`src/rtl/ple_pkg.sv`:
```
// Package for the positional list engine.
// Holds sizes, operation codes and the cell control type; no dependencies.
package ple_pkg;

    localparam int CAPACITY    = 16;
    localparam int ENTRY_WIDTH = 32;

    // Fixed field widths of the channels
    localparam int OPCODE_W = 3;
    localparam int POS_W    = 5;
    localparam int DATA_W   = 32;
    localparam int LEN_W    = 5;

    localparam int CNT_W = $clog2(CAPACITY + 1);
    localparam int CMP_W = ((POS_W > CNT_W) ? POS_W : CNT_W) + 1;

    typedef enum logic [OPCODE_W-1:0] {
        OP_INSERT  = 3'd0,
        OP_REMOVE  = 3'd1,
        OP_GET     = 3'd2,
        OP_REPLACE = 3'd3,
        OP_CLEAR   = 3'd4
    } ple_op_t;

    typedef logic [ENTRY_WIDTH-1:0] ple_entry_t;

    typedef struct packed {
        logic load_val;    // take the operand value
        logic take_left;   // shift towards the tail (insert)
        logic take_right;  // shift towards the head (remove)
        logic sel;         // drive held entry onto the read bus
    } ple_cell_ctrl_t;

endpackage

```
`src/rtl/ple_cmd_if.sv`:
```
// Command channel of the positional list engine: valid/ready plus operation.
// Depends on ple_pkg for field widths.
interface ple_cmd_if
    import ple_pkg::*;
();
    logic                valid;
    logic                ready;
    logic [OPCODE_W-1:0] opcode;
    logic [POS_W-1:0]    position;
    logic [DATA_W-1:0]   value;

    modport source (output valid, output opcode, output position, output value, input ready);
    modport sink   (input valid, input opcode, input position, input value, output ready);
endinterface

```
`src/rtl/ple_rsp_if.sv`:
```
// Response channel of the positional list engine: valid/ready plus result.
// Depends on ple_pkg for field widths.
interface ple_rsp_if
    import ple_pkg::*;
();
    logic              valid;
    logic              ready;
    logic              ok;
    logic [DATA_W-1:0] data;
    logic [LEN_W-1:0]  length;

    modport source (output valid, output ok, output data, output length, input ready);
    modport sink   (input valid, input ok, input data, input length, output ready);
endinterface

```
`src/rtl/ple_cell.sv`:
```
// One storage cell of the list chain: holds a single entry.
// Depends on ple_pkg; takes its neighbours' entries for shifting.
module ple_cell
    import ple_pkg::*;
(
    input  logic           clk,
    input  ple_cell_ctrl_t ctrl,
    input  ple_entry_t     value,
    input  ple_entry_t     left,
    input  ple_entry_t     right,
    output ple_entry_t     entry,
    output ple_entry_t     tap
);

    ple_entry_t entry_reg;
    ple_entry_t entry_next;

    always_comb
    begin
        entry_next = entry_reg;
        if (ctrl.load_val)
        begin
            entry_next = value;
        end
        else if (ctrl.take_left)
        begin
            entry_next = left;
        end
        else if (ctrl.take_right)
        begin
            entry_next = right;
        end
    end

    always_ff @(posedge clk)
    begin
        entry_reg <= entry_next;
    end

    assign entry = entry_reg;
    assign tap   = ctrl.sel ? entry_reg : '0;

endmodule

```
`src/rtl/positional_list_engine.sv`:
```
// Top level of the positional list engine: cell chain, count and result register.
// Depends on ple_pkg, ple_cmd_if, ple_rsp_if and ple_cell.
//
// Ordered list of up to CAPACITY entries addressed by 1-based position. Each
// command (insert, remove, get, replace, clear) completes in a single update: all
// cells shift or load in parallel, so there is one transfer per cycle in each
// direction while rsp.ready is high. The result sits in an output register;
// a new command is taken whenever that register is empty or is being drained
// in the same cycle, and its result is valid in the cycle after the transfer.
// No clearing pass after reset; only the entry count and valid flag are reset.
module positional_list_engine
    import ple_pkg::*;
(
    input  logic      clk,
    input  logic      rst_n,
    ple_cmd_if.sink   cmd,
    ple_rsp_if.source rsp
);

    logic [CNT_W-1:0]  count_reg;
    logic [CNT_W-1:0]  count_next;
    logic              valid_reg;
    logic              ok_reg;
    logic              ok_next;
    logic [DATA_W-1:0] data_reg;
    logic [DATA_W-1:0] data_next;
    logic [LEN_W-1:0]  length_reg;

    logic              xfer;
    logic [CMP_W-1:0]  pos_ext;
    logic [CMP_W-1:0]  cnt_ext;
    logic              pos_nz;
    logic              ins_ok;
    logic              rem_ok;
    logic              get_ok;
    logic              rep_ok;
    ple_entry_t        value_e;
    ple_entry_t        rd_bus;

    ple_entry_t        entry_w [CAPACITY];
    ple_entry_t        tap_w   [CAPACITY];
    ple_cell_ctrl_t    ctrl_w  [CAPACITY];

    assign xfer      = cmd.valid && cmd.ready;
    assign cmd.ready = !valid_reg || rsp.ready;

    assign pos_ext = CMP_W'(cmd.position);
    assign cnt_ext = CMP_W'(count_reg);
    assign pos_nz  = (cmd.position != '0);
    assign value_e = ENTRY_WIDTH'(cmd.value);

    always_comb
    begin
        ins_ok = 1'b0;
        rem_ok = 1'b0;
        get_ok = 1'b0;
        rep_ok = 1'b0;
        case (ple_op_t'(cmd.opcode))
            OP_INSERT:
            begin
                ins_ok = pos_nz && (pos_ext <= cnt_ext + CMP_W'(1))
                         && (cnt_ext < CMP_W'(CAPACITY));
            end
            OP_REMOVE:  rem_ok = pos_nz && (pos_ext <= cnt_ext);
            OP_GET:     get_ok = pos_nz && (pos_ext <= cnt_ext);
            OP_REPLACE: rep_ok = pos_nz && (pos_ext <= cnt_ext);
            default:
            begin
                ins_ok = 1'b0;
            end
        endcase
    end

    for (genvar i = 0; i < CAPACITY; i++)
    begin : g_cell
        localparam logic [CMP_W-1:0] CELL_POS = CMP_W'(i + 1);

        always_comb
        begin
            ctrl_w[i].load_val   = xfer && (ins_ok || rep_ok) && (pos_ext == CELL_POS);
            ctrl_w[i].take_left  = xfer && ins_ok && (CELL_POS > pos_ext);
            ctrl_w[i].take_right = xfer && rem_ok && (CELL_POS >= pos_ext);
            ctrl_w[i].sel        = (get_ok || rep_ok) && (pos_ext == CELL_POS);
        end

        ple_cell u_cell (
            .clk   (clk),
            .ctrl  (ctrl_w[i]),
            .value (value_e),
            .left  ((i == 0) ? value_e : entry_w[(i == 0) ? 0 : i - 1]),
            .right ((i == CAPACITY - 1) ? entry_w[i] : entry_w[(i == CAPACITY - 1) ? i : i + 1]),
            .entry (entry_w[i]),
            .tap   (tap_w[i])
        );
    end

    always_comb
    begin
        rd_bus = '0;
        for (int i = 0; i < CAPACITY; i++)
        begin
            rd_bus = rd_bus | tap_w[i];
        end
    end

    always_comb
    begin
        count_next = count_reg;
        ok_next    = ins_ok || rem_ok || get_ok || rep_ok;
        data_next  = (get_ok || rep_ok) ? DATA_W'(rd_bus) : '0;
        if (ins_ok)
        begin
            count_next = count_reg + CNT_W'(1);
        end
        else if (rem_ok)
        begin
            count_next = count_reg - CNT_W'(1);
        end
        else if (ple_op_t'(cmd.opcode) == OP_CLEAR)
        begin
            count_next = '0;
            ok_next    = 1'b1;
        end
    end

    always_ff @(posedge clk or negedge rst_n)
    begin
        if (!rst_n)
        begin
            count_reg <= '0;
            valid_reg <= 1'b0;
        end
        else
        begin
            if (xfer)
            begin
                count_reg <= count_next;
                valid_reg <= 1'b1;
            end
            else if (rsp.ready)
            begin
                valid_reg <= 1'b0;
            end
        end
    end

    always_ff @(posedge clk)
    begin
        if (xfer)
        begin
            ok_reg     <= ok_next;
            data_reg   <= data_next;
            length_reg <= LEN_W'(count_next);
        end
    end

    assign rsp.valid  = valid_reg;
    assign rsp.ok     = ok_reg;
    assign rsp.data   = data_reg;
    assign rsp.length = length_reg;

endmodule
```
`src/flat_wrapper.sv`:
```
// flat-port wrapper written by rule: the top's interface ports become plain ports
module positional_list_engine_flat import ple_pkg::*;
  (clk, rst_n, cmd_valid, cmd_opcode, cmd_position, cmd_value, cmd_ready, rsp_valid, rsp_ok, rsp_data, rsp_length, rsp_ready);
  ple_cmd_if cmd_i ();
  ple_rsp_if rsp_i ();
  input  logic clk;
  input  logic rst_n;
  input wire logic [$bits(cmd_i.valid)-1:0] cmd_valid;
  input wire logic [$bits(cmd_i.opcode)-1:0] cmd_opcode;
  input wire logic [$bits(cmd_i.position)-1:0] cmd_position;
  input wire logic [$bits(cmd_i.value)-1:0] cmd_value;
  output wire logic [$bits(cmd_i.ready)-1:0] cmd_ready;
  output wire logic [$bits(rsp_i.valid)-1:0] rsp_valid;
  output wire logic [$bits(rsp_i.ok)-1:0] rsp_ok;
  output wire logic [$bits(rsp_i.data)-1:0] rsp_data;
  output wire logic [$bits(rsp_i.length)-1:0] rsp_length;
  input wire logic [$bits(rsp_i.ready)-1:0] rsp_ready;
  assign cmd_i.valid = cmd_valid;
  assign cmd_i.opcode = cmd_opcode;
  assign cmd_i.position = cmd_position;
  assign cmd_i.value = cmd_value;
  assign cmd_ready = cmd_i.ready;
  assign rsp_valid = rsp_i.valid;
  assign rsp_ok = rsp_i.ok;
  assign rsp_data = rsp_i.data;
  assign rsp_length = rsp_i.length;
  assign rsp_i.ready = rsp_ready;
  positional_list_engine u_core (.clk(clk), .rst_n(rst_n), .cmd(cmd_i), .rsp(rsp_i));
endmodule
```
`config.mk`:
```
export PLATFORM = sky130hd
export DESIGN_NAME = positional_list_engine_flat
export DESIGN_NICKNAME = d
export VERILOG_FILES = /design/src/rtl/ple_pkg.sv /design/src/rtl/ple_cmd_if.sv /design/src/rtl/ple_rsp_if.sv /design/src/rtl/ple_cell.sv /design/src/rtl/positional_list_engine.sv /design/src/flat_wrapper.sv
export SDC_FILE = /design/constraint.sdc
export NUM_CORES = 1
export LEC_CHECK = 0
export BUFFER_PORTS_ARGS = -buffer_cell sky130_fd_sc_hd__buf_2
export CORE_MARGIN = 5
export CORE_UTILIZATION = 61
export CTS_CLUSTER_SIZE = 10
export DETAILED_ROUTE_END_ITERATION = 8
export GPL_TIMING_DRIVEN = 0
export PLACE_DENSITY = 0.78
export SLEW_MARGIN = 20
export SYNTH_ARGS = -nofsm -noshare
export SYNTH_HDL_FRONTEND = slang
export SYNTH_HIERARCHICAL = 1
export SYNTH_SLANG_ARGS = --single-unit
export TNS_END_PERCENT = 30
```
`constraint.sdc`:
```
create_clock -name clk -period 8.1 [get_ports clk]
set_input_delay 2.43 -clock clk [delete_from_list [all_inputs] [get_ports clk]]
set_output_delay 2.43 -clock clk [all_outputs]
set_load 0.01 [all_outputs]
```
==> flow_metrics.env, run 1 <==
export IMPL_place_area_sq_mm=0.0356
export IMPL_cts_buffer_depth=3
export IMPL_rr_startpoint="u_core/count_reg[2]"
export IMPL_cts_sinks=556
export IMPL_cp_startpoint="cmd_position[0]"
export IMPL_min_period_ps=6910
export IMPL_grt_pass1_vias=25916
export IMPL_cp_max_fo=10
export IMPL_power_switching_mw=1.46
export IMPL_synth_enable_flop_cells=550
export IMPL_syn_to_final_growth_pct=10.3
export IMPL_dp_hpwl_mm=79.0
export IMPL_routed_wl_mm=103
export IMPL_cts_resized=0
export IMPL_status="completed"
export IMPL_netlist_top_cells_count="edfxtp_1 (550), nand2_1 (534), mux2i_1 (514)"
export IMPL_syn_area_sq_mm=0.0340
export IMPL_cts_tree="done"
export IMPL_detail_route_iter0_violations=2765
export IMPL_finalSetupViolations=0
export IMPL_post_drt_wl_per_cell_um=24.6
export IMPL_synthArstFlopShare=0.0108
export IMPL_post_cts_buffers=0
export IMPL_num_vias=26512
export IMPL_synth_nets=3318
export IMPL_maxCapViolCount=0
export IMPL_use_met3=0.0407
export IMPL_yosysTopAreaCellShare=0.485
export IMPL_largest_register_ffs=512
export IMPL_drive_gt1_frac=0.106
export IMPL_seq_area_frac_synth=0.490
export IMPL_final_cells=4200
export IMPL_swShare=0.228
export IMPL_htree_levels=3
export IMPL_ir_worst_vdd_mv=0.172
export IMPL_fillers=4300
export IMPL_use_met2=0.564
export IMPL_critPathKind="input pin to flop"
export IMPL_grt_met1_usage=0.410
export IMPL_drc=0
export IMPL_critPathLaunchType="input pin"
export IMPL_tightest_slew_ps=1190
export IMPL_design_area_sq_mm=0.0375
export IMPL_antenna_found_initial=4
export IMPL_viasPerCell=6.31
export IMPL_max_freq_ghz=0.145
export IMPL_finalCoreUtilization=0.680
export IMPL_grt_setup_unrepaired="false"
export IMPL_syn_inst=3262
export IMPL_ys_top_cells_by_area="edfxtp_1 (49%), mux2i_1 (15%), and2_1 (9.4%)"
export IMPL_pin_count=84
export IMPL_pwr_share_comb=0.063
export IMPL_setup_tns_ps=0
export IMPL_layout_nets=3480
export IMPL_die_h_um=246
export IMPL_critPathCaptureType="flop"
export IMPL_clkTransAtPathRegs_ps=50
export IMPL_die_area_sq_mm=0.0606
export IMPL_grt_max_degree=33
export IMPL_seqPwrFrac=0.505
export IMPL_relSlewSlack=0.201
export IMPL_drv_slew=0
export IMPL_clk_root_buffer_cell="clkbuf_16"
export IMPL_ant_nets=0
export IMPL_power_density_mw_per_mm2=170
export IMPL_hold_buffers=0
export IMPL_postSynthRegisterBits=556
export IMPL_grt_pass1_wl_mm=154
export IMPL_regArea_sq_mm=0.0167
export IMPL_hold_violations=0
export IMPL_avgSynthCellArea_sq_um=10.4
export IMPL_dr_pass1_iters=8
export IMPL_clk_insertion_delay_late_ps=610
export IMPL_start_util=0.617
export IMPL_min_path_type="flop to flop"
export IMPL_critPathRequiredTime_ps=8450
export IMPL_yosysWarnings=6
export IMPL_min_from="u_core/rsp.valid"
export IMPL_p_leak_nw=11.8
export IMPL_synth_ff_type="edfxtp_1"
export IMPL_skew_ps=20.1
export IMPL_top_usage_layer="met2"
export IMPL_ys_types=53
export IMPL_grt_overflow=0
export IMPL_fin_crit_sh=0.854
export IMPL_cts_made_buffers=68
export IMPL_placementRows=86
export IMPL_synth_most_common_cell="edfxtp_1"
export IMPL_post_place_cells=4102
export IMPL_p_int_mw=4.92
export IMPL_gp_congestion=0.976
export IMPL_grtUsageTotal=0.328
export IMPL_synth_top_cell_by_area="edfxtp_1"
export IMPL_cp_arrival_ps=7260
export IMPL_die_width_um=246
export IMPL_core_area_sq_mm=0.0552
export IMPL_clkPwrFrac=0.432
export IMPL_io_buffers=83
export IMPL_multi_input_area_sq_mm=0.0154
-- critical path: stages --
cell      delay, ps
buf_2           130
clkbuf_1        400
inv_1           330
ha_1            410
nand3b_1        180
mux2i_1         150
a21oi_1         130
nor2_1          250
nand2_1         390
buf_2           380
nor3_1          860
clkbuf_1        400
and2_1          190
nor4_1           90
and4_1          210
nor2_1          330
-- logic make-up (layout without fill, tap and decap cells) --
group,Yosys count,in the layout,share of synthesized area
adder cells (fa/ha/maj),12,12,0.00441
XOR/XNOR,3,3,0.000772
buffers and inverters,256,444,0.0587
multiplexers,514,514,0.151
AND/OR/NAND/NOR,1364,1364,0.210
other,1,3,0.000110
AO/OA/AOI/OAI,556,556,0.0852
flip-flops,556,556,0.490
-- worst paths after layout --
check | end | depth (start not counted) | slack [ps]
worst max-delay path | u_core/rsp.data[15] | 16 | 1190
worst min-delay path | u_core/rsp.valid | 2 | 540
worst max register to register | u_core/rsp.data[15] | 15 | 3200
worst min register to register | u_core/rsp.valid | 2 | 540
max in group asynchronous | u_core/rsp.valid | 1 | 6260
min in group asynchronous | u_core/count_reg[4] | 1 | 1670
-- placed cells by master, fill, tap and decap left out, drive strengths merged, types with 3 or more instances in the layout --
cell type,Yosys,layout
nor2,58,58
inv,7,9
nor3,22,22
a211oi,7,7
o21ai,519,519
a21oi,4,4
and4,32,32
mux2i,514,514
nor4,152,152
nand2b,8,8
and2,513,513
a31oi,6,6
xnor2,3,3
nand3b,5,5
buf,167,259
nand3,5,5
edfxtp,550,550
and3,3,3
ha,12,12
o211ai,6,6
or3,22,22
nand2,534,534
dfrtp,6,6
clkinv,1,5
nor2b,3,3
clkbuf,81,168
-- power groups by stage --
stage                     Combinational, mW  Sequential, mW  Clock, mW
final                                 0.400            3.22       2.76
after global routing                  0.431            3.22       2.91
after CTS                             0.388            3.22       2.80
after detailed placement              0.387            3.28          0
after global placement                0.365            3.28          0
after floorplan                       0.220            3.27          0
-- layer usage --
layer,share of wire,vias to the layer above
met4,0.058,2
met2,0.49,1350
li1,-,12136
met5,0.00019,-
met1,0.38,12736
met3,0.068,288
-- final cells by class --
| class | instances | area share |
|---|---|---|
| Tap cell | 748 | 0.0249 |
| Clock buffer | 87 | 0.0481 |
| Multi-Input combinational cell | 2450 | 0.411 |
| Timing Repair Buffer | 92 | 0.0155 |
| Clock inverter | 9 | 0.00267 |
| Buffer | 248 | 0.0525 |
| Sequential cell | 556 | 0.444 |
| Antenna cell | 2 | 0.000133 |
| Inverter | 8 | 0.000833 |
-- through the flow --
step           hold WS [ps]  worst slack, ps  total power, mW
2_1_floorplan           583             2300             3.49
3_3_place_gp            511              618             3.65
3_5_place_dp            537              841             3.67
4_1_cts                 548             1440             6.41
5_1_grt                 598             1140             6.56
6_report                543             1190             6.38
Power figures use the tool's default switching activity.
==> run 2: changes to the inputs <==
Settings changed: ABC_AREA set to 1, CORE_MARGIN 5 to 8.
==> run 2 against run 1 <==
  * Routed wire length grew 15%
  * Worst hold slack lost 16 ps
  * Highest routed layer unchanged
  * Area after synthesis grew 16%
  * Synthesized cell count grew 82%
  * Fmax grew 23%
  * Sequential share of layout area shrank 5.6 points
  * Register-to-register slack gained 580 ps
  * Utilization shrank 1.1 points
  * Clock-buffer cell count grew 15
  * First-iteration DRC count grew 94%
  * Clock power grew 4%
  * Global-route usage shrank 1.4 points
==> flow_metrics.env, run 2 <==
export IMPL_status="completed"
export IMPL_maxCapViolCount=0
export IMPL_skew_ps=17.6
export IMPL_syn_to_final_growth_pct=8.91
export IMPL_synth_top_cell_by_area="edfxtp_1"
export IMPL_cp_arrival_ps=5880
export IMPL_detail_route_iter0_violations=5367
export IMPL_synth_nets=5978
export IMPL_post_place_cells=6859
export IMPL_gp_congestion=0.951
export IMPL_p_leak_nw=26.1
export IMPL_muxShareOfSynthArea=0
export IMPL_synthAdderAreaFrac=0.00380
export IMPL_grt_pass1_vias=32414
export IMPL_htree_levels=3
export IMPL_postSynthRegisterBits=556
export IMPL_pre_cts_slack_ps=2030
export IMPL_cts_made_buffers=69
export IMPL_design_area_sq_mm=0.0430
export IMPL_min_from="u_core/rsp.valid"
export IMPL_viasPerCell=5.15
export IMPL_place_area_sq_mm=0.0410
export IMPL_post_cts_buffers=0
export IMPL_drive_gt1_frac=0.0857
export IMPL_largest_register_ffs=512
export IMPL_placementRows=93
export IMPL_die_width_um=270
export IMPL_drv_slew=0
export IMPL_clk_root_buffer_cell="clkbuf_16"
export IMPL_grt_max_degree=48
export IMPL_finalCoreUtilization=0.669
export IMPL_grt_pass1_wl_mm=183
export IMPL_cts_sinks=556
export IMPL_clk_insertion_delay_late_ps=610
export IMPL_yosysWarnings=6
export IMPL_synthArstFlopShare=0.0108
export IMPL_netlist_top_cells_count="nand2_1 (2641), inv_1 (1572), edfxtp_1 (550)"
export IMPL_fin_crit_sh=0.694
export IMPL_ant_nets=0
export IMPL_synth_ff_type="edfxtp_1"
export IMPL_crit_slowest_cell="nor4_1"
export IMPL_grtUsageTotal=0.314
export IMPL_max_freq_ghz=0.178
export IMPL_cp_max_fo=10
export IMPL_critPathTopFamily="simple AND/OR/NAND/NOR gates"
export IMPL_slowest_delay_ps=670
export IMPL_clkTransAtPathRegs_ps=50
export IMPL_start_util=0.614
export IMPL_seq_area_frac_synth=0.422
export IMPL_routed_wl_mm=119
export IMPL_crit_buf_inv=6
export IMPL_io_buffers=82
export IMPL_synth_compound_area_frac=0.0118
export IMPL_yosysTopAreaCellShare=0.419
export IMPL_die_h_um=270
export IMPL_syn_inst=5922
export IMPL_post_drt_wl_per_cell_um=17.0
export IMPL_ys_top_cells_by_area="edfxtp_1 (42%), nand2_1 (25%), inv_1 (15%)"
export IMPL_drc=0
export IMPL_syn_area_sq_mm=0.0395
export IMPL_num_vias=35889
export IMPL_grt_overflow=0
export IMPL_final_common_cell="nand2_1"
export IMPL_grt_setup_unrepaired="false"
export IMPL_yosys_area_share_simple=0.351
export IMPL_ys_types=33
export IMPL_synth_top_family_by_area="simple AND/OR/NAND/NOR gates"
export IMPL_setup_tns_ps=0
export IMPL_antenna_found_initial=5
export IMPL_relSlewSlack=0.234
export IMPL_dp_hpwl_mm=94.0
export IMPL_avgSynthCellArea_sq_um=6.66
export IMPL_ir_worst_vdd_mv=0.168
export IMPL_min_path_type="flop to flop"
export IMPL_cts_buffer_depth=3
export IMPL_core_area_sq_mm=0.0642
export IMPL_pin_count=84
export IMPL_rr_startpoint="u_core/count_reg[2]"
export IMPL_critPathLaunchType="input pin"
export IMPL_hold_violations=0
export IMPL_synth_most_common_cell="nand2_1"
export IMPL_critPathKind="input pin to flop"
export IMPL_fin_ws_ps=2480
export IMPL_layout_nets=6131
export IMPL_final_cells=6971
export IMPL_tightest_slew_ps=1140
export IMPL_min_period_ps=5620
export IMPL_dr_pass1_iters=8
export IMPL_cts_resized=0
export IMPL_critPathCaptureType="flop"
export IMPL_hold_buffers=0
export IMPL_finalSetupViolations=0
export IMPL_synth_enable_flop_cells=550
export IMPL_fillers=5725
export IMPL_power_density_mw_per_mm2=157
export IMPL_cp_startpoint="cmd_position[0]"
export IMPL_cts_tree="done"
export IMPL_die_area_sq_mm=0.0731
export IMPL_critPathRequiredTime_ps=8360
export IMPL_final_cell_mix="nand2_1 (2625), inv_1 (1572), edfxtp_1 (550)"
export IMPL_cp_cell_sequence="buf_2 -> inv_1 -> ha_1 -> inv_1 -> nand2_1 -> a21boi_4 -> nand2_2 -> buf_2 -> nor2_1 -> buf_2 -> nand2_1 -> inv_1 -> nor4_1 -> a41oi_1"
export IMPL_synth_xor_xnor_area_share=0.00133
[run 2: changes by cell type after synthesis, sizes merged, moves of 116 or more]
cell,delta
o21ai,-517
buf,+116
and2,-512
mux2i,-514
nand3,+521
nand2,+2111
inv,+1603
[run 2: metal layers]
metal,track usage,share of wire,vias up
met5,0,0.00011,-
met4,0.0972,0.030,2
met3,0.0576,0.12,200
met2,0.479,0.43,2102
met1,0.453,0.41,15799
li1,-,-,17786
[run 2: cells by family (layout without fill, tap and decap cells)]
group / after synthesis / in the layout
flip-flops: 556 / 556
buffers and inverters: 1894 / 2084
AND/OR/NAND/NOR: 3394 / 3394
XOR/XNOR: 6 / 6
other: 1 / 5
adder cells (fa/ha/maj): 12 / 12
AO/OA/AOI/OAI: 59 / 59
[run 2: layout make-up]
| type | count | area [sq um] | share of cell area |
|---|---|---|---|
| inverters | 1610 | 6130 | 0.143 |
| well taps | 855 | 1070 | 0.0249 |
| flip-flops and latches | 556 | 16700 | 0.388 |
| clock buffers | 102 | 1960 | 0.0455 |
| clock inverters | 6 | 27.5 | 0.000640 |
| multi-input cells | 3472 | 14600 | 0.339 |
| plain buffers | 284 | 2140 | 0.0498 |
| repair buffers | 82 | 410 | 0.00955 |
| diodes | 4 | 10.0 | 0.000233 |
[run 2: worst paths after layout]
kind / cells after the start / to / slack, ps
max: 14 / u_core/rsp.data[7] / 2480
min: 2 / u_core/rsp.valid / 530
max reg2reg: 16 / u_core/rsp.data[7] / 3780
min reg2reg: 2 / u_core/rsp.valid / 530
max in group asynchronous: 1 / u_core/rsp.valid / 6250
min in group asynchronous: 1 / u_core/count_reg[0] / 1670
[run 2: through the flow]
| step | total power [mW] | hold slack, ps |
|---|---|---|
| 2_1_floorplan | 3.70 | 511 |
| 5_1_grt | 6.96 | 564 |
| 6_report | 6.75 | 527 |
| 3_3_place_gp | 3.90 | 499 |
| 3_5_place_dp | 3.92 | 518 |
| 4_1_cts | 6.76 | 532 |
[run 2: worst min-delay path: stages, from the launching register on]
cell and delay [ps]:
dfrtp_1 340, nand2_1 80, nand2_1 70
[run 2: power breakdown]
| group | internal [mW] | switching [mW] |
|---|---|---|
| registers | 3.24 | 0.0635 |
| logic | 0.175 | 0.401 |
| clock network | 1.65 | 1.22 |
